<file path="src/rtl/core/rzs_pkg.sv">
// ----------------------------------------------------------------------------
// rzs_pkg
// Shared widths, codes and reset values for the rolling z-score pair signal.
// ----------------------------------------------------------------------------
package rzs_pkg;

  localparam int PRICE_W           = 24;
  localparam int SPREAD_W          = 25;
  localparam int THR_W             = 12;
  localparam int THR_SQ_W          = 2 * THR_W;
  localparam int CNT_W             = 32;
  localparam int NUM_CODES         = 4;
  localparam int DIG_W             = 16;
  localparam int LHS_SHIFT         = 16;
  localparam int CFG_IDX_W         = 4;
  localparam int WINDOW_LENGTH_DEF = 8;

  localparam int IN_DATA_W  = 2 * PRICE_W;
  localparam int OUT_USED_W = 2 + NUM_CODES * CNT_W;
  localparam int OUT_DATA_W = ((OUT_USED_W + 7) / 8) * 8;
  localparam int OUT_PAD_W  = OUT_DATA_W - OUT_USED_W;

  localparam logic [THR_W-1:0] ENTRY_RESET = 12'd256;
  localparam logic [THR_W-1:0] EXIT_RESET  = 12'd205;

  localparam logic [CFG_IDX_W-1:0] REG_ENTRY_THR = 4'd0;
  localparam logic [CFG_IDX_W-1:0] REG_EXIT_THR  = 4'd1;

  typedef enum logic [1:0] {
    SIG_LONG_SHORT = 2'd0,
    SIG_SHORT_LONG = 2'd1,
    SIG_CLOSE      = 2'd2,
    SIG_NONE       = 2'd3
  } sig_code_t;

endpackage

</file>
<file path="src/rtl/core/rzs_mac.sv">
// ----------------------------------------------------------------------------
// rzs_mac
// Digit-serial unsigned multiplier: one DIG_W-bit digit of b per cycle,
// most significant digit first, shift-and-accumulate.
// ----------------------------------------------------------------------------
module rzs_mac import rzs_pkg::*; #(
  parameter int A_W = 54,
  parameter int B_W = 28
) (
  input  logic               clk,
  input  logic               rst_n,
  input  logic               start,
  input  logic [A_W-1:0]     a,
  input  logic [B_W-1:0]     b,
  output logic               done,
  output logic [A_W+B_W-1:0] product
);

  localparam int NDIG   = (B_W + DIG_W - 1) / DIG_W;
  localparam int BP_W   = NDIG * DIG_W;
  localparam int P_W    = A_W + B_W;
  localparam int DCNT_W = $clog2(NDIG + 1);

  logic [A_W-1:0]       a_r, a_nxt;
  logic [BP_W-1:0]      b_r, b_nxt;
  logic [P_W-1:0]       acc_r, acc_nxt;
  logic [DCNT_W-1:0]    cnt_r, cnt_nxt;
  logic                 busy_r, busy_nxt;
  logic                 done_r, done_nxt;
  logic [DIG_W-1:0]     digit;
  logic [A_W+DIG_W-1:0] part;
  logic [P_W-1:0]       acc_sh;

  assign digit  = b_r[BP_W-1 -: DIG_W];
  assign part   = a_r * digit;
  assign acc_sh = acc_r << DIG_W;

  always_comb begin
    a_nxt    = a_r;
    b_nxt    = b_r;
    acc_nxt  = acc_r;
    cnt_nxt  = cnt_r;
    busy_nxt = busy_r;
    done_nxt = 1'b0;
    if (busy_r) begin
      acc_nxt = acc_sh + P_W'(part);
      b_nxt   = b_r << DIG_W;
      cnt_nxt = cnt_r - DCNT_W'(1);
      if (cnt_r == DCNT_W'(1)) begin
        busy_nxt = 1'b0;
        done_nxt = 1'b1;
      end
    end else if (start) begin
      a_nxt    = a;
      b_nxt    = BP_W'(b);
      acc_nxt  = '0;
      cnt_nxt  = DCNT_W'(NDIG);
      busy_nxt = 1'b1;
    end
  end

  always_ff @(posedge clk) begin
    if (!rst_n) begin
      busy_r <= 1'b0;
      done_r <= 1'b0;
      cnt_r  <= '0;
    end else begin
      busy_r <= busy_nxt;
      done_r <= done_nxt;
      cnt_r  <= cnt_nxt;
    end
    a_r   <= a_nxt;
    b_r   <= b_nxt;
    acc_r <= acc_nxt;
  end

  assign done    = done_r;
  assign product = acc_r;

endmodule

</file>
<file path="config.mk">
export PLATFORM = sky130hd
export DESIGN_NAME = rzs_mac
export DESIGN_NICKNAME = d
export VERILOG_FILES = /design/src/rtl/core/rzs_pkg.sv /design/src/rtl/core/rzs_mac.sv
export SDC_FILE = /design/constraint.sdc
export NUM_CORES = 2
export LEC_CHECK = 0
export ABC_AREA = 1
export BUFFER_PORTS_ARGS = -buffer_cell sky130_fd_sc_hd__buf_2
export CORE_MARGIN = 3
export CORE_UTILIZATION = 31
export CTS_BUF_LIST = sky130_fd_sc_hd__clkbuf_2
export CTS_CLUSTER_SIZE = 10
export DETAILED_ROUTE_END_ITERATION = 8
export HOLD_SLACK_MARGIN = 0.05
export PLACE_DENSITY = 0.44
export SYNTH_ARGS = -nofsm -noshare
export SYNTH_HDL_FRONTEND = slang
export SYNTH_SLANG_ARGS = --single-unit
export TNS_END_PERCENT = 20
</file>
<file path="constraint.sdc">
create_clock -name clk -period 14.4 [get_ports clk]
set_input_delay 1.44 -clock clk [delete_from_list [all_inputs] [get_ports clk]]
set_output_delay 1.44 -clock clk [all_outputs]
set_load 0.005 [all_outputs]
</file>
After elaboration in Yosys (flattened, before gate mapping)
Index checks and enable logic that the tools add are counted.

Add/subtract/negate cells: 2. Multiply operators: 1. Div/mod/pow operators: 0. Magnitude comparators: 0. Equal/unequal tests: 1. Shift operators: 0. Muxes and demuxes: 10. Bitwise gates (word level): 1. Reductions and logical operators: 3.

Operator list (count): 82-bit 2-to-1 mux (2); 82-bit by 70-bit adder with 82-bit output (1); 54-bit by 16-bit multiplier with 70-bit output (1); 32-bit 2-to-1 mux (2); 1-bit 2-to-1 mux (4); 2-bit 2-to-1 mux (2); 2-bit AND reduction (2); 2-bit by 1-bit == test with 1-bit output, second input constant (1); 2-bit nonzero test (1); 2-bit by 1-bit subtractor with 2-bit output, second input constant (1); 1-bit inverter (1).

Register bits after elaboration: 172. Latch bits: 0. RAM bits: 0. ROM bits: 0. Input bits: 85. Output and inout port bits: 83. Word-level logic and storage cells: 25. Memories kept: 0.

Depth between registers and ports, before layout
Depth after elaboration: 3. Depth in mapped cells: 30. Mapped depth without buffers: 28.

Least setup slack after synthesis
OpenSTA, ideal clock, no wires.

Path type: register to register. From: reg b_r[17]. To: reg acc_r[67], in the netlist product[67] (data pin). Library setup time: 255 ps. Data arrival time: 5388 ps. Required time: 14145 ps. Setup slack: 8757 ps. Cell stages (with the launch flop): 25. Path buffers: 2. Period minus slack after synthesis: 5643 ps. Cells stage by stage: edfxtp_1 clkbuf_1 clkbuf_1 nand2_1 fa_1 inv_1 fa_1 inv_1 fa_1 inv_1 fa_1 fa_1 inv_1 fa_1 inv_1 ha_1 nand2_1 nor2_1 inv_1 nor2_2 inv_1 nor4_1 nand2_1 a21oi_1 nor2_1.

Longest elaborated chain between the ends: 3.

Ends and longest elaborated chain: start, declared (RTL line rzs_mac.sv:25) `logic [BP_W-1:0] b_r, b_nxt;`; start signal, assigned (RTL line rzs_mac.sv:73) `b_r <= b_nxt;`; 54-bit by 16-bit multiplier with 70-bit output (RTL line rzs_mac.sv:35) `assign part = a_r * digit;`; 82-bit by 70-bit adder with 82-bit output (RTL line rzs_mac.sv:46) `acc_nxt = acc_sh + P_W'(part);`; 82-bit 2-to-1 mux (RTL line rzs_mac.sv:45) `if (busy_r) begin`; end signal, assigned (RTL line rzs_mac.sv:74) `acc_r <= acc_nxt;`; end, declared (RTL line rzs_mac.sv:26) `logic [P_W-1:0] acc_r, acc_nxt;`.

No other way between the ends. A chain may end at the register's enable or synchronous reset.

Final worst setup path
From: reg b_r[20]. To: reg acc_r[37], in the netlist product[37] (data pin).

Same word-level chain as after synthesis.

==> metrics.md <==
| Metric | Value |
|---|---|
| Status | `completed` |
| Final Max Slew Viols | `0` |
| Most common cell after layout, fill and taps aside | `inv_1` |
| Synthesized instance count | `roughly 5100` |
| GR Overflow Total | `0` |
| # fillers | `approximately 13000` |
| CTS Buf Count | `17` |
| Most frequent cells in the layout | `inv_1 (1625), nand2_1 (1470), fa_1 (780), nor2_1 (195), buf_2 (167)` |
| Number of flops mapped to enable cells by yosys | `approximately 150` |
| Vias in the first global route | `31700` |
| Port Buf Inserts | `~170` |
| Synth area leaders | `fa_1 (41%), inv_1 (16%), nand2_1 (14%)` |
| Seq/Total Area, Yosys | `between 10% and 20%` |
| Layout Nets | `roughly 6000` |
| Crit-path max FO | `37` |
| Post-synth cell types | `35` |
| TritonCTS sink count | `around 170` |
| Leading area contributor after synthesis | `fa_1` |
| Synth Area in Compound Gates | `3.47%` |
| Critical Path Start Type | `register` |
| Clk_lat worst skew | `1.37 ns` |
| DRT antenna net count | `0` |
| Setup WS post-layout | `a little under 7 ns` |
| Worst Path Required | `between 15 and 20 ns` |
| All-Layer GR Usage | `about a fifth` |
| Synth Area in XOR/XNOR | `0%` |
| Reg clk slew, reported paths | `roughly 0.4 ns` |
| GP Congestion | `approximately 0.95` |
| Total core area | `122000 um^2` |
| Sum Neg Setup Slack | `0 ns` |
| RSZ-0062 raised after global routing | `no` |
| Root buf cell | `clkbuf_2` |
| HP Class | `primary input to register` |
| Multi-input logic area | `roughly 26000 um^2` |
| Post-synth ARST share | `0%` |
| Adder-cell share of the synthesized area | `between 40% and 50%` |
| Post-CTS setup buffers | `0` |
| Cts hold-fix bufs | `14` |
| Top-area cell type share of the netlist area | `roughly two fifths` |
| CTS tree | `done` |
| Total Die Area | `128000 um^2` |
| Die width | `between 300 and 400 um` |
| Worst Clk Skew | `0.136 ns` |
| H-tree Lvls | `4` |
| Avg WL per Cell | `19.1 um` |
| Yosys reg bits | `roughly 170` |
| F_max | `133 MHz` |
| Simple-gate share of the synthesized area | `approximately a fifth` |
| Pin count of the biggest net entering global routing | `65` |
| Mux share of post-synthesis cell area | `0%` |
| Final setup fails | `0` |
| Area added between synthesis and finish | `7.18%` |
| Max cap viols | `0` |
| Final cycle utilization of the critical path | `between 50% and 60%` |
| Yosys warning count | `0` |
| Chip height | `357 um` |
| Placed Cells | `6663` |
| Worst slew pin tran | `between 1 and 1.5 ns` |
| Fin. Hold Viols | `0` |
| DRC marker count from the first detailed-route iteration | `2092` |
| Number of I/O pins | `about 170` |
| Maximum buffer depth of the clock tree | `2` |
| Final Non-Filler Cells | `approximately 6700` |
| Pre-Repair DR Iteration Count | `7` |
| Top_reg_cell synth | `edfxtp_1` |
| Vias | `about 30000` |
| Initial antenna violation count | `5` |
| Crit path time final | `around 7.5 ns` |
| Post-Syn Area | `38300 um^2` |
| Global-route wire length before repair | `199000 um` |
| DRC errors left | `0` |
| Setup WS pre-CTS | `7.05 ns` |
| Worst path arrival time | `8.56 ns` |
| Layout cells sized above 1 | `under 10%` |
| Max_slew headroom | `roughly 27%` |
| DP Wirelength | `106000 um` |
| Post-Syn Nets | `between 6000 and 7000` |
| Crit. End Element | `register` |
| # resized after CTS | `0` |
| Register Area | `about 5000 um^2` |
| Via/cell ratio | `approximately 4.5` |
| Mapped Avg Cell Area | `about 7.6 um^2` |
| Row cnt | `between 100 and 150` |
| Main combinational cell family by area after synthesis | `adder cells` |
| R2r setup slk | `slightly below 7 ns` |
| Initial Util | `roughly 31%` |
| WS Path Type | `register to register` |
| Total wire length | `~130000 um` |
cells in the mapped netlist (2+ instances only):
library cell	number
inv_1	1627
nand2_1	1470
fa_1	780
clkbuf_1	212
nor2_1	195
ha_1	159
edfxtp_1	152
a21oi_1	142
o21ai_0	84
nand3_1	46
nor2_2	41
nand2_2	39
nand3_2	22
dfxtp_1	20
inv_2	11
nor3_1	10
o21bai_1	10
o21a_1	7
nand4_1	5
a22o_1	4
nor2_4	4
buf_2	3
buf_1	2
o21bai_2	2
logic make-up after synthesis:
family / after synthesis
AOI/OAI and AO/OA: 251
adders and majority gates: 939
and+or+nand+nor: 1838
DFF: 172
buffers and inverters: 1858
through the flow:
step                utilization, %  hold slack [ns]  cell area [um^2]
global route                  33.6           0.0240             41000
floorplan                        -            0.432             38300
global placement              33.2            0.449             40500
CTS                           33.5           0.0518             41000
detailed placement            33.2            0.457             40500
finish                        33.6            0.249             41000
final timing paths:
check | depth (start not counted) | from | end
max | 23 | b_r[20] | product[37]
min | 1 | a[48] | a_r[48]
max reg2reg | 23 | b_r[20] | product[37]
min reg2reg | 2 | cnt_r[1] | cnt_r[1]
registers in the layout, indices dropped and copies added (netlist names):
signal / count
done: 1
b_r: 32
a_r: 54
busy_r: 1
product: 82
cnt_r: 2
per-layer routing:
metal  routed length [um]  vias to the layer above  track usage [%]  share of wire [%]
met5                    0                        -                0                  0
met1                61200                    15200             30.2                 48
li1                     -                    14100                -                  -
met3                 7140                       87             3.39                5.6
met4                 1790                        0             3.74                1.4
met2                58500                      742             33.6                 45
final cells by class:
class / count / area share, %
Clock buffer: 17 / 0.207
Antenna cell: 9 / 0.0549
Timing Repair Buffer: 213 / 2.97
Multi-Input combinational cell: 3028 / 64.2
Inverter: 1639 / 15.0
Tap cell: 1625 / 4.96
Clock inverter: 15 / 0.534
Sequential cell: 172 / 12.1
worst max-delay path, cell delays in order, from the launching register on:
cell	delay (ns)
edfxtp_1	1.07
buf_4	0.66
nand2_1	0.11
inv_1	0.11
fa_1	0.39
inv_1	0.08
fa_1	0.44
fa_1	0.51
inv_1	0.05
fa_1	0.52
fa_1	0.54
inv_1	0.06
fa_1	0.50
inv_1	0.05
ha_1	0.36
nand2_1	0.09
nand2_1	0.12
a21oi_1	0.25
o21ai_1	0.15
a21oi_1	0.15
nand2_1	0.21
o21ai_0	0.29
nand2_1	0.08
nor2_1	0.40
Power is not shown: default switching activity piles up to over one toggle a cycle in this logic, so the estimate is an artifact.
