**src/rtl/core/rzs_ram.sv**
```systemverilog
// ----------------------------------------------------------------------------
// rzs_ram
// Generic single-port-write, single-port-read RAM with registered read data.
// ----------------------------------------------------------------------------
module rzs_ram #(
  parameter  int WIDTH  = 25,
  parameter  int DEPTH  = 8,
  localparam int ADDR_W = (DEPTH > 1) ? $clog2(DEPTH) : 1
) (
  input  logic              clk,
  input  logic              wr_en,
  input  logic [ADDR_W-1:0] wr_addr,
  input  logic [WIDTH-1:0]  wr_data,
  input  logic [ADDR_W-1:0] rd_addr,
  output logic [WIDTH-1:0]  rd_data
);

  logic [WIDTH-1:0] mem [DEPTH];
  logic [WIDTH-1:0] rd_data_r;

  always_ff @(posedge clk) begin
    if (wr_en) begin
      mem[wr_addr] <= wr_data;
    end
    rd_data_r <= mem[rd_addr];
  end

  assign rd_data = rd_data_r;

endmodule

```
**config.mk**
```make
export PLATFORM = sky130hd
export DESIGN_NAME = rzs_ram
export DESIGN_NICKNAME = d
export VERILOG_FILES = /design/src/rtl/core/rzs_ram.sv
export SDC_FILE = /design/constraint.sdc
export NUM_CORES = 1
export LEC_CHECK = 0
export ABC_AREA = 1
export BUFFER_PORTS_ARGS = -buffer_cell sky130_fd_sc_hd__buf_2
export CAP_MARGIN = 10
export CORE_UTILIZATION = 30
export CTS_CLUSTER_DIAMETER = 50
export DETAILED_ROUTE_END_ITERATION = 8
export PLACE_DENSITY = 0.57
export SYNTH_ARGS = -nofsm -noshare
export SYNTH_HDL_FRONTEND = slang
export SYNTH_SLANG_ARGS = --single-unit
```
**constraint.sdc**
```tcl
create_clock -name clk -period 3 [get_ports clk]
set_input_delay 0.45 -clock clk [delete_from_list [all_inputs] [get_ports clk]]
set_output_delay 0.45 -clock clk [all_outputs]
set_load 0.005 [all_outputs]
```
; ---- After elaboration in Yosys (flattened, before gate mapping)
; Memory sizes are Yosys's and may differ from the RTL's. A register that Yosys moved wholly into a read port is not among the register bits.
; Index checks and enable logic that the tools add are counted.
[classes]
n_shift = 0
n_reduce_logical = 0
n_mul = 0
eq_ne = 0
div = 0
n_bitwise = 0
n_mux = 2
n_addsub = 0
magnitude_cmp = 0
[ops]
columns = op, count
row1 = $mux W1, 2
[word_totals]
reg_bits = 0
n_memories = 1
ramBits = 200
latch_bits = 0
mem_bits_ro = 0
input_bits = 33
out_inout_bits = 25
[mem_list]
columns = name, words, word_bits, read_ports, rd_ports_with_merged_regs, write_ports, line_no
row1 = mem, 8, 25, 1, 1, 1, 18  ; logic [WIDTH-1:0] mem [DEPTH];

; ---- Depth between registers and ports, before layout
; Gate-level depths: netlist (run 1).
[logic_depth]
word_depth = 2
depth_mapped = 7
ltp_nobuf = 6

; ---- Worst setup path after synthesis (run 1)
; Ideal clock, no wire load.
[synth_timing]
path_type = input to register
startpoint = in wr_addr[0]
endpoint = mem mem[0][0] (enable)
path_buffers = 0
path_stages = 3
setup_slack_ps = 936
arrival_time_ps = 1657
cell_sequence = inv_1 > nand2_1 > nor2_1
[synth_lines]
columns = item, line_no
row1 = from (decl), 12  ; input logic [ADDR_W-1:0] wr_addr,
row2 = to (decl), 18
; No word-level cell before the write port.

; ---- Worst setup path after layout (run 1)
[layout_timing]
startpoint = reg rd_data_r[17] (netlist: rd_data[17]) (read register of mem)
endpoint = out rd_data[17]
[layout_lines]
columns = item, line_no
row1 = from (decl), 19  ; logic [WIDTH-1:0] rd_data_r;
row2 = to (decl), 15  ; output logic [WIDTH-1:0] rd_data
; No word-level cell between the ends.

==> results by group, run 1 <==
Hold path
  • Hold WC Path Type: in -> reg
  • Hold Path Stages: 1
  • Worst hold endpoint: mem[2][20]
  • HP Start: wr_data[20]

Route
  • Via density: 4.233
  • DR vias: 5859
  • WL met2: 9.081 mm
  • WL met3: 985 um
  • DRT iter0 DRCs: 412
  • DRT met1 WL: 9.240 mm
  • WL final: 19.71 mm
  • Top Layer Used: met4
  • DR DRC count: 0
  • WL/cell: 14.24 um
  • DR pass1 iterations: 4
  • Final ANT Viol Nets: 0

Placed design
  • Port Buffers: 57
  • Routability cong.: 0.7092
  • HPWL after DPL: 10.75 mm

Clocking
  • Num CTS Buffers: 28
  • Clock tree buffer depth: 3
  • CTS root buffer: clkbuf_16
  • Clock slew at reported path FFs: 60 ps
  • Setup bufs post-CTS: 0
  • CTS sink cnt: 225
  • CTS tree: done
  • CTS resizes: 0
  • Hold buffer count at CTS: 0
  • H-tree depth: 1
  • Worst skew pair latency: 540 ps

Power
  • Switching Fraction: 21.99%
  • Peak supply drop: 0.5007 mV
  • P_sw: 1.588 mW
  • Clock power share: 44.6%
  • Internal power: 5.635 mW
  • Sequential share of power: 49.4%
  • Pwr dens: 660.6 mW/mm^2
  • Pleak: 4.975 nW
  • Logic gate share of total power: 6.0%

STA
  • F_max: 0.6912 GHz
  • Worst-margin pin slew: 811.8 ps
  • Slew HR: 45.75%
  • Final Critical Period: 1447 ps
  • Pins over their slew limit: 0
  • Clk_skew: 15.45 ps
  • RSZ-0062 raised after global routing: no
  • Setup tns final: 0 ps
  • Setup violators final: 0
  • Final period util: 48.23%
  • Endpoints failing hold: 0

Setup path
  • Worst r2r src: mem[1][10]
  • CP max stage cell: dfxtp_1
  • Buf+Inv Stages, Crit Path: 1
  • Worst Path Max Fanout: 1
  • CP Capture Type: primary output
  • Top delay family on crit path: flip-flops
  • Critical path type: reg -> out
  • CP cell instances: buf_2
  • FF-to-FF setup slack: 2060 ps
  • Worst setup SP type: flip-flop
  • Register-to-Register Path Depth: 6
  • Crit path DAT: 1000 ps
  • Reg2reg end: rd_data[10]
  • Slowest Stage Delay on Critical Path: 340 ps
  • Critical Path RT: 2550 ps

Final layout
  • Area Overhead vs Synth: 18.05%
  • Area of the multi-input gates: 0.001833 sq mm
  • Register area: 0.006506 sq mm
  • Final net count: 1006
  • Layout cells sized above 1: 12.07%
  • Antenna diode count: 0
  • FILL cells: 2986
  • Layout Utilization: 36.41%

Global routing
  • Initial antenna violation count: 1
  • Vias in the first global route: 5596
  • All-layer global routing usage: 12.91%
  • First-pass GRT wire length: 31.40 mm
  • Grt ovf: 0
  • Largest net degree at the start of global routing: 101

Synth
  • Area share of the largest cell type after synthesis: 64.84%
  • Most frequent cell after synthesis: nand2_1
  • Post-synth top area cell: edfxtp_1
  • Main synth FF type: edfxtp_1
  • Syn_nets: 940
  • Avg Inst Size Synth: 10.21 sq um
  • Share of the yosys chip area belonging to registers: 70.24%
  • Asr flop ratio synth: 0%
  • Yosys reg bits: 225
  • Synth area leaders: edfxtp_1, nand2_1, inv_1
  • Cells after synthesis: 907
  • Cell Area, Synth: 0.009263 sq mm
  • EDFF count, synth: 200
  • Count of cell types in the netlist: 10
  • Commonest cells in the netlist: nand2_1, inv_1, edfxtp_1, nand3_1, dfxtp_1
  • YS warnings: 0

Floorplan
  • # IOs: 58
  • Num rows: 63
  • Initial Util: 30.84%
  • DIE AREA: 0.03158 sq mm
  • Die W: 177.7 um
  • Area of the core: 0.03003 sq mm
  • Die height: 177.7 um

Status
  • Run status: finished, final reports clean

Flow run
  • Max-cap violations: 0
-- sequential cells by signal, indices dropped and copies added, names as in the netlist --
name / flops
mem: 200
rd_data: 25
-- metal layers --
metal / vias to the layer above / global-route usage (%)
li1: 2934 / -
met1: 2762 / 17.26
met2: 127 / 21.22
met3: 36 / 2.742
met4: 0 / 3.276
met5: - / 0
-- how the worst max path moves through the flow --
stage                 from           to  depth (start not counted)
3_5_place_dp    wr_addr[0]   mem[0][14]                          4
4_1_cts        rd_data[17]  rd_data[17]                          1
2_1_floorplan   wr_addr[0]    mem[0][0]                          3
5_1_grt        rd_data[17]  rd_data[17]                          1
3_3_place_gp    wr_addr[0]   mem[0][16]                          4
6_report       rd_data[17]  rd_data[17]                          1
-- worst reg2reg max path: cells and delay by family (launching register included) --
family,cells,cell delay (ps)
AND/OR/NAND/NOR,5,400
buffers and inverters,1,60
flip-flops,1,360
-- final cells by class --
| class | count | share of cell area [%] |
|---|---|---|
| sequential | 225 | 59.50 |
| clock inverter | 11 | 1.110 |
| timing repair buffer | 73 | 4.074 |
| multi-input combinational | 439 | 16.76 |
| inverter | 206 | 7.072 |
| tap | 390 | 4.463 |
| clock buffer | 40 | 7.015 |
-- placed cells by master, fill, tap and decap left out, drive strengths merged --
cell type	count
edfxtp	200
bufinv	2
nor2	8
nand2	331
clkbuf	40
buf	73
clkinv	5
nand3	100
inv	210
dfxtp	25
-- cell families (layout without fill, tap and decap cells) --
group	count (synthesis)	after routing	synth area share, %
buffers and inverters	243	330	10.62
flip-flops	225	225	70.24
AND/OR/NAND/NOR	439	439	19.14
-- through the flow --
stage / setup WS, ps / area, sq um / std cells / hold slack, ps / power [mW]
2_1_floorplan: 936.2 / 9263 / 907 / 548.9 / 3.885
3_3_place_gp: 1015 / 10050 / 1333 / 612.5 / 4.071
3_5_place_dp: 1013 / 10050 / 1333 / 617.8 / 4.079
4_1_cts: 1496 / 10930 / 1384 / 174.1 / 7.304
5_1_grt: 1488 / 10930 / 1384 / 182.2 / 7.486
6_report: 1553 / 10930 / 1384 / 185.5 / 7.223
-- power groups by stage --
stage          logic (mW)  registers, mW  clock network, mW
3_5_place_dp        0.445           3.63                  0
3_3_place_gp        0.440           3.63                  0
6_report            0.436           3.57               3.22
4_1_cts             0.447           3.57               3.29
5_1_grt             0.500           3.58               3.41
2_1_floorplan       0.250           3.64                  0
No activity file was read; power rests on OpenSTA's default activity.
==> inputs of run 2 (changes only) <==
--- a/config.mk
+++ b/config.mk
@@ -11,7 +11,7 @@
 export CORE_UTILIZATION = 30
 export CTS_CLUSTER_DIAMETER = 50
 export DETAILED_ROUTE_END_ITERATION = 8
-export PLACE_DENSITY = 0.57
+export PLACE_DENSITY = 0.59
 export SYNTH_ARGS = -nofsm -noshare
 export SYNTH_HDL_FRONTEND = slang
 export SYNTH_SLANG_ARGS = --single-unit
==> constraint.sdc (replaced) <==
create_clock -name clk -period 1.2 [get_ports clk]
set_input_delay 0.18 -clock clk [delete_from_list [all_inputs] [get_ports clk]]
set_output_delay 0.18 -clock clk [all_outputs]
set_load 0.005 [all_outputs]
==> results by group, run 2 (synthesis gave the netlist of run 1 again) <==
Status
  • Run status: finished, final reports clean

STA
  • Setup violators final: 0
  • F_max: 0.8781 GHz
  • RSZ-0062 raised after global routing: no
  • Slew HR: 81.62%
  • Final Critical Period: 1139 ps
  • Endpoints failing hold: 0
  • Pins over their slew limit: 0
  • Worst-margin pin slew: 275.8 ps
  • Worst setup margin: 61.23 ps
  • WHS: 113.6 ps
  • Clk_skew: 10.70 ps
  • Final period util: 94.90%

Power
  • Sequential share of power: 49.8%
  • Internal power: 14.06 mW
  • Peak supply drop: 0.8137 mV
  • Switching Fraction: 21.45%
  • P_sw: 3.841 mW
  • Clock power share: 43.5%
  • Logic gate share of total power: 6.7%
  • Pleak: 5.140 nW
  • Pwr dens: 1579 mW/mm^2

Setup path
  • CP max stage cell: dfxtp_2
  • Critical path startpoint: rd_data[8]
  • Worst r2r src: mem[6][18]
  • FF-to-FF setup slack: 320 ps
  • Reg2reg end: rd_data[18]
  • Buf+Inv Stages, Crit Path: 1
  • Critical path type: reg -> out
  • CP cell instances: buf_2
  • Worst Path Max Fanout: 1
  • Crit path DAT: 960 ps
  • Slowest Stage Delay on Critical Path: 320 ps
  • Top delay family on crit path: flip-flops
  • Register-to-Register Path Depth: 6
  • Critical Path RT: 1020 ps
  • Worst setup SP type: flip-flop
  • CP Capture Type: primary output

Global routing
  • All-layer global routing usage: 12.58%
  • Vias in the first global route: 5796
  • Initial antenna violation count: 0
  • Largest net degree at the start of global routing: 54
  • First-pass GRT wire length: 30.85 mm
  • Grt ovf: 0

Placed design
  • Port Buffers: 57
  • Placed cell areas: 0.01022 sq mm
  • HPWL after DPL: 11.37 mm
  • Pre-CTS WS: -13.92 ps
  • Placed cell count: 1339
  • Routability cong.: 0.7329

Clocking
  • CTS root buffer: clkbuf_16
  • CTS sink cnt: 225
  • Worst skew pair latency: 520 ps
  • Clock tree buffer depth: 3
  • Num CTS Buffers: 26
  • Clock slew at reported path FFs: 60 ps
  • CTS tree: done
  • H-tree depth: 1
  • Setup bufs post-CTS: 0

Final layout
  • Layout cells sized above 1: 12.82%
  • Most frequent cells in the layout: nand2_1, inv_1, edfxtp_1
  • Area Overhead vs Synth: 22.41%
  • Max reg flops: 200
  • Post-layout instance area: 0.01134 sq mm
  • Non-filler cells, final: 1412
  • Largest Register: mem
  • Antenna diode count: 0
  • Final net count: 1035
  • Commonest non-fill, non-tap cell in the layout: nand2_1

Route
  • WL final: 19.05 mm
  • DRT iter0 DRCs: 350
  • Via density: 4.143
  • DR DRC count: 0
  • WL/cell: 13.49 um
  • Final ANT Viol Nets: 0
  • DR vias: 5850
  • DR pass1 iterations: 4

Floorplan
  • Die height: 177.7 um
  • Num rows: 63
  • DIE AREA: 0.03158 sq mm
  • Area of the core: 0.03003 sq mm
  • # IOs: 58
  • Initial Util: 30.84%
  • Die W: 177.7 um

Hold path
  • Hold Path Stages: 4
  • HP Start: rd_addr[2]
  • Worst hold endpoint: rd_data[2]
  • Hold WC Path Type: in -> reg

Flow run
  • Max-cap violations: 0
## run 2: changes by cell type in the layout (fill, tap and decap cells not counted), sizes merged
cell         previous run  this run
bufinv                  2         3
inv                   210       206
clkbuf                 40        33
clkinv                  5        10
buf                    73        79
dlygate4sd3             0        25
clkinvlp                0         2
## run 2: per-layer routing
metal	track usage (%)	routed length, um	up-vias	part of all wire (%)
met2	21.16	9054	144	48
met5	0	0	-	0
li1	-	-	2997	-
met3	2.314	1282	23	6.7
met1	16.63	8425	2686	44
met4	3.205	292	0	1.5
## run 2: power groups by stage
stage                     Clock (mW)  Sequential (mW)  Combinational (mW)
after floorplan                    0             9.09               0.632
after global placement             0             9.09                1.13
after detailed placement           0             9.09                1.15
after CTS                       8.01             8.93                1.23
after global routing            8.29             8.95                1.37
final                           7.79             8.92                1.19
## run 2: how the worst max path moves through the flow
stage,end,cells after the start
floorplan,mem[4][0],3
global placement,mem[0][1],5
detailed placement,mem[0][1],5
CTS,rd_data[2],1
global route,rd_data[4],1
finish,rd_data[8],1
## run 2: worst register-to-register path, stage by stage (launching register included)
cell and delay (ps):
edfxtp_1 380, inv_1 60, nand2_1 40, nand3_1 80, nand2_1 60, nand2_1 50
nand2_1 90
## run 2: per-stage QoR
stage / power, mW / setup TNS (ps) / util [%]
2_1_floorplan: 9.718 / -39800 / -
3_3_place_gp: 10.22 / 0 / 34.02
3_5_place_dp: 10.24 / -284.4 / 34.02
4_1_cts: 18.16 / 0 / 37.75
5_1_grt: 18.61 / 0 / 37.75
6_report: 17.90 / 0 / 37.75
## run 2: final cells by class
type,count,area (sq um)
flip-flops and latches,225,6509
repair buffers,104,903.4
multi-input cells,439,1798
well taps,390,488.0
inverters,206,773.2
clock inverters,15,170.2
clock buffers,33,696.9
fillers,2878,18690
## run 2: what timing repair did
action	in CTS	in global routing
hold endpoints to repair	200	0
resized for setup	0	2
setup endpoints to repair	0	2
hold buffers	25	0
==> inputs of run 3 (changes only) <==
--- a/config.mk
+++ b/config.mk
@@ -8,10 +8,10 @@
 export ABC_AREA = 1
 export BUFFER_PORTS_ARGS = -buffer_cell sky130_fd_sc_hd__buf_2
 export CAP_MARGIN = 10
-export CORE_UTILIZATION = 30
+export CORE_UTILIZATION = 35
 export CTS_CLUSTER_DIAMETER = 50
 export DETAILED_ROUTE_END_ITERATION = 8
-export PLACE_DENSITY = 0.59
+export PLACE_DENSITY = 0.63
 export SYNTH_ARGS = -nofsm -noshare
 export SYNTH_HDL_FRONTEND = slang
 export SYNTH_SLANG_ARGS = --single-unit
==> constraint.sdc (replaced) <==
create_clock -name clk -period 1.08 [get_ports clk]
set_input_delay 0.162 -clock clk [delete_from_list [all_inputs] [get_ports clk]]
set_output_delay 0.162 -clock clk [all_outputs]
set_load 0.005 [all_outputs]
==> results by group, run 3 (synthesis gave the netlist of run 1 again) <==
STA
  • Final period util: 103.4%
  • Pins over their slew limit: 0
  • WHS: 68.06 ps
  • Worst-margin pin slew: 297.9 ps
  • Worst setup margin: -36.46 ps
  • Final Critical Period: 1116 ps
  • Setup tns final: -292.3 ps
  • Clk_skew: 12.11 ps
  • Endpoints failing hold: 0
  • F_max: 0.8957 GHz
  • Setup violators final: 17
  • RSZ-0062 raised after global routing: yes
  • Slew HR: 80.14%

Clocking
  • Clock slew at reported path FFs: 60 ps
  • Num CTS Buffers: 26
  • Setup bufs post-CTS: 0
  • Worst skew pair latency: 520 ps
  • CTS root buffer: clkbuf_16
  • H-tree depth: 1
  • CTS tree: done
  • Clock tree buffer depth: 3
  • CTS sink cnt: 225

Setup path
  • Worst Path Max Fanout: 1
  • Buf+Inv Stages, Crit Path: 1
  • CP cell instances: buf_6
  • Worst setup SP type: flip-flop
  • Crit path DAT: 950 ps
  • Critical Path RT: 920 ps
  • Critical path type: reg -> out
  • Top delay family on crit path: flip-flops
  • CP Capture Type: primary output
  • Slowest Stage Delay on Critical Path: 330 ps
  • CP max stage cell: dfxtp_2

Final layout
  • Largest Register: mem
  • Area of the multi-input gates: 0.001879 sq mm
  • Layout cells sized above 1: 16.03%
  • Register area: 0.006523 sq mm
  • Final net count: 1055
  • Area Overhead vs Synth: 25.30%
  • FILL cells: 2396
  • Most frequent cells in the layout: nand2_1, inv_1, edfxtp_1
  • Max reg flops: 200
  • Commonest non-fill, non-tap cell in the layout: nand2_1

Route
  • WL final: 19.72 mm
  • DRT iter0 DRCs: 498
  • DR pass1 iterations: 8
  • Final ANT Viol Nets: 0
  • Via density: 4.383
  • DR vias: 6040
  • DR DRC count: 2
  • WL/cell: 14.31 um

Power
  • Switching Fraction: 21.65%
  • Clock power share: 41.9%
  • Peak supply drop: 1.078 mV
  • P_sw: 4.252 mW
  • Internal power: 15.39 mW
  • Sequential share of power: 50.6%
  • Pleak: 5.282 nW
  • Logic gate share of total power: 7.5%
  • Pwr dens: 1692 mW/mm^2

Hold path
  • Hold WC Path Type: in -> reg

Floorplan
  • Area of the core: 0.02598 sq mm
  • # IOs: 58
  • DIE AREA: 0.02712 sq mm
  • Num rows: 59
  • Die height: 164.7 um
  • Die W: 164.7 um
  • Initial Util: 35.65%

Global routing
  • Largest net degree at the start of global routing: 49
  • First-pass GRT wire length: 31.68 mm
  • All-layer global routing usage: 15.22%
  • Vias in the first global route: 5937
  • Grt ovf: 0
  • Initial antenna violation count: 1

Flow run
  • Max-cap violations: 0

Placed design
  • HPWL after DPL: 12.10 mm
  • Routability cong.: 0.7279
  • Port Buffers: 57

Status
  • Run status: finished, violations left
  • Failing checks: DRC, setup timing
run 3: changes by cell type in the layout (fill, tap and decap cells not counted), sizes merged:
cell,delta
clkbuf,+4
clkinv,-1
bufinv,-2
clkinvlp,-1
diode,+1
buf,+20
run 3: what timing repair did:
item	4_1_cts	5_1_grt
hold buffers	25	0
setup endpoints to repair	25	25
gates resized for setup	9	15
endpoints found under the hold margin	200	0
run 3: final timing paths:
check        startpoint     endpoint  slack [ps]  depth (start not counted)
max          rd_data[2]   rd_data[2]         -40                          1
min          rd_addr[2]   rd_data[2]          70                          4
max reg2reg  mem[7][15]  rd_data[15]         210                          6
min reg2reg  mem[0][13]  rd_data[13]         630                          6
run 3: per-stage QoR:
stage                     utilization, %  total power, mW  area (sq um)  instances  worst slack, ps
after floorplan                        -            10.83          9384        907           0.5566
after global placement             40.24            11.45         10460       1304           -142.1
after detailed placement           40.24            11.48         10460       1304           -145.3
after CTS                          44.39            19.78         11530       1377           -64.98
after global routing               44.66            20.37         11610       1378           -67.27
final                              44.66            19.64         11610       1378           -36.46
run 3: metal layers:
metal,part of all wire (%),wire (um),vias to the layer above,global-route usage (%)
met5,0,0,-,0
met4,1.2,241,0,3.962
met3,4.0,794,21,2.185
met2,48,9386,123,25.86
met1,47,9295,2854,20.35
li1,-,-,3042,-
run 3: power by group through the flow:
stage | clock network, mW | registers (mW) | logic (mW)
after floorplan | 0 | 10.1 | 0.733
after global placement | 0 | 10.1 | 1.36
after detailed placement | 0 | 10.1 | 1.38
after CTS | 8.39 | 9.92 | 1.46
after global routing | 8.73 | 9.96 | 1.67
final | 8.23 | 9.93 | 1.48
run 3: cell type report:
class / count / share of cell area (%)
diodes: 1 / 0.02156
clock inverters: 11 / 0.6792
repair buffers: 124 / 10.19
multi-input cells: 439 / 16.19
well taps: 335 / 3.611
flip-flops and latches: 225 / 56.20
clock buffers: 37 / 6.317
inverters: 206 / 6.792
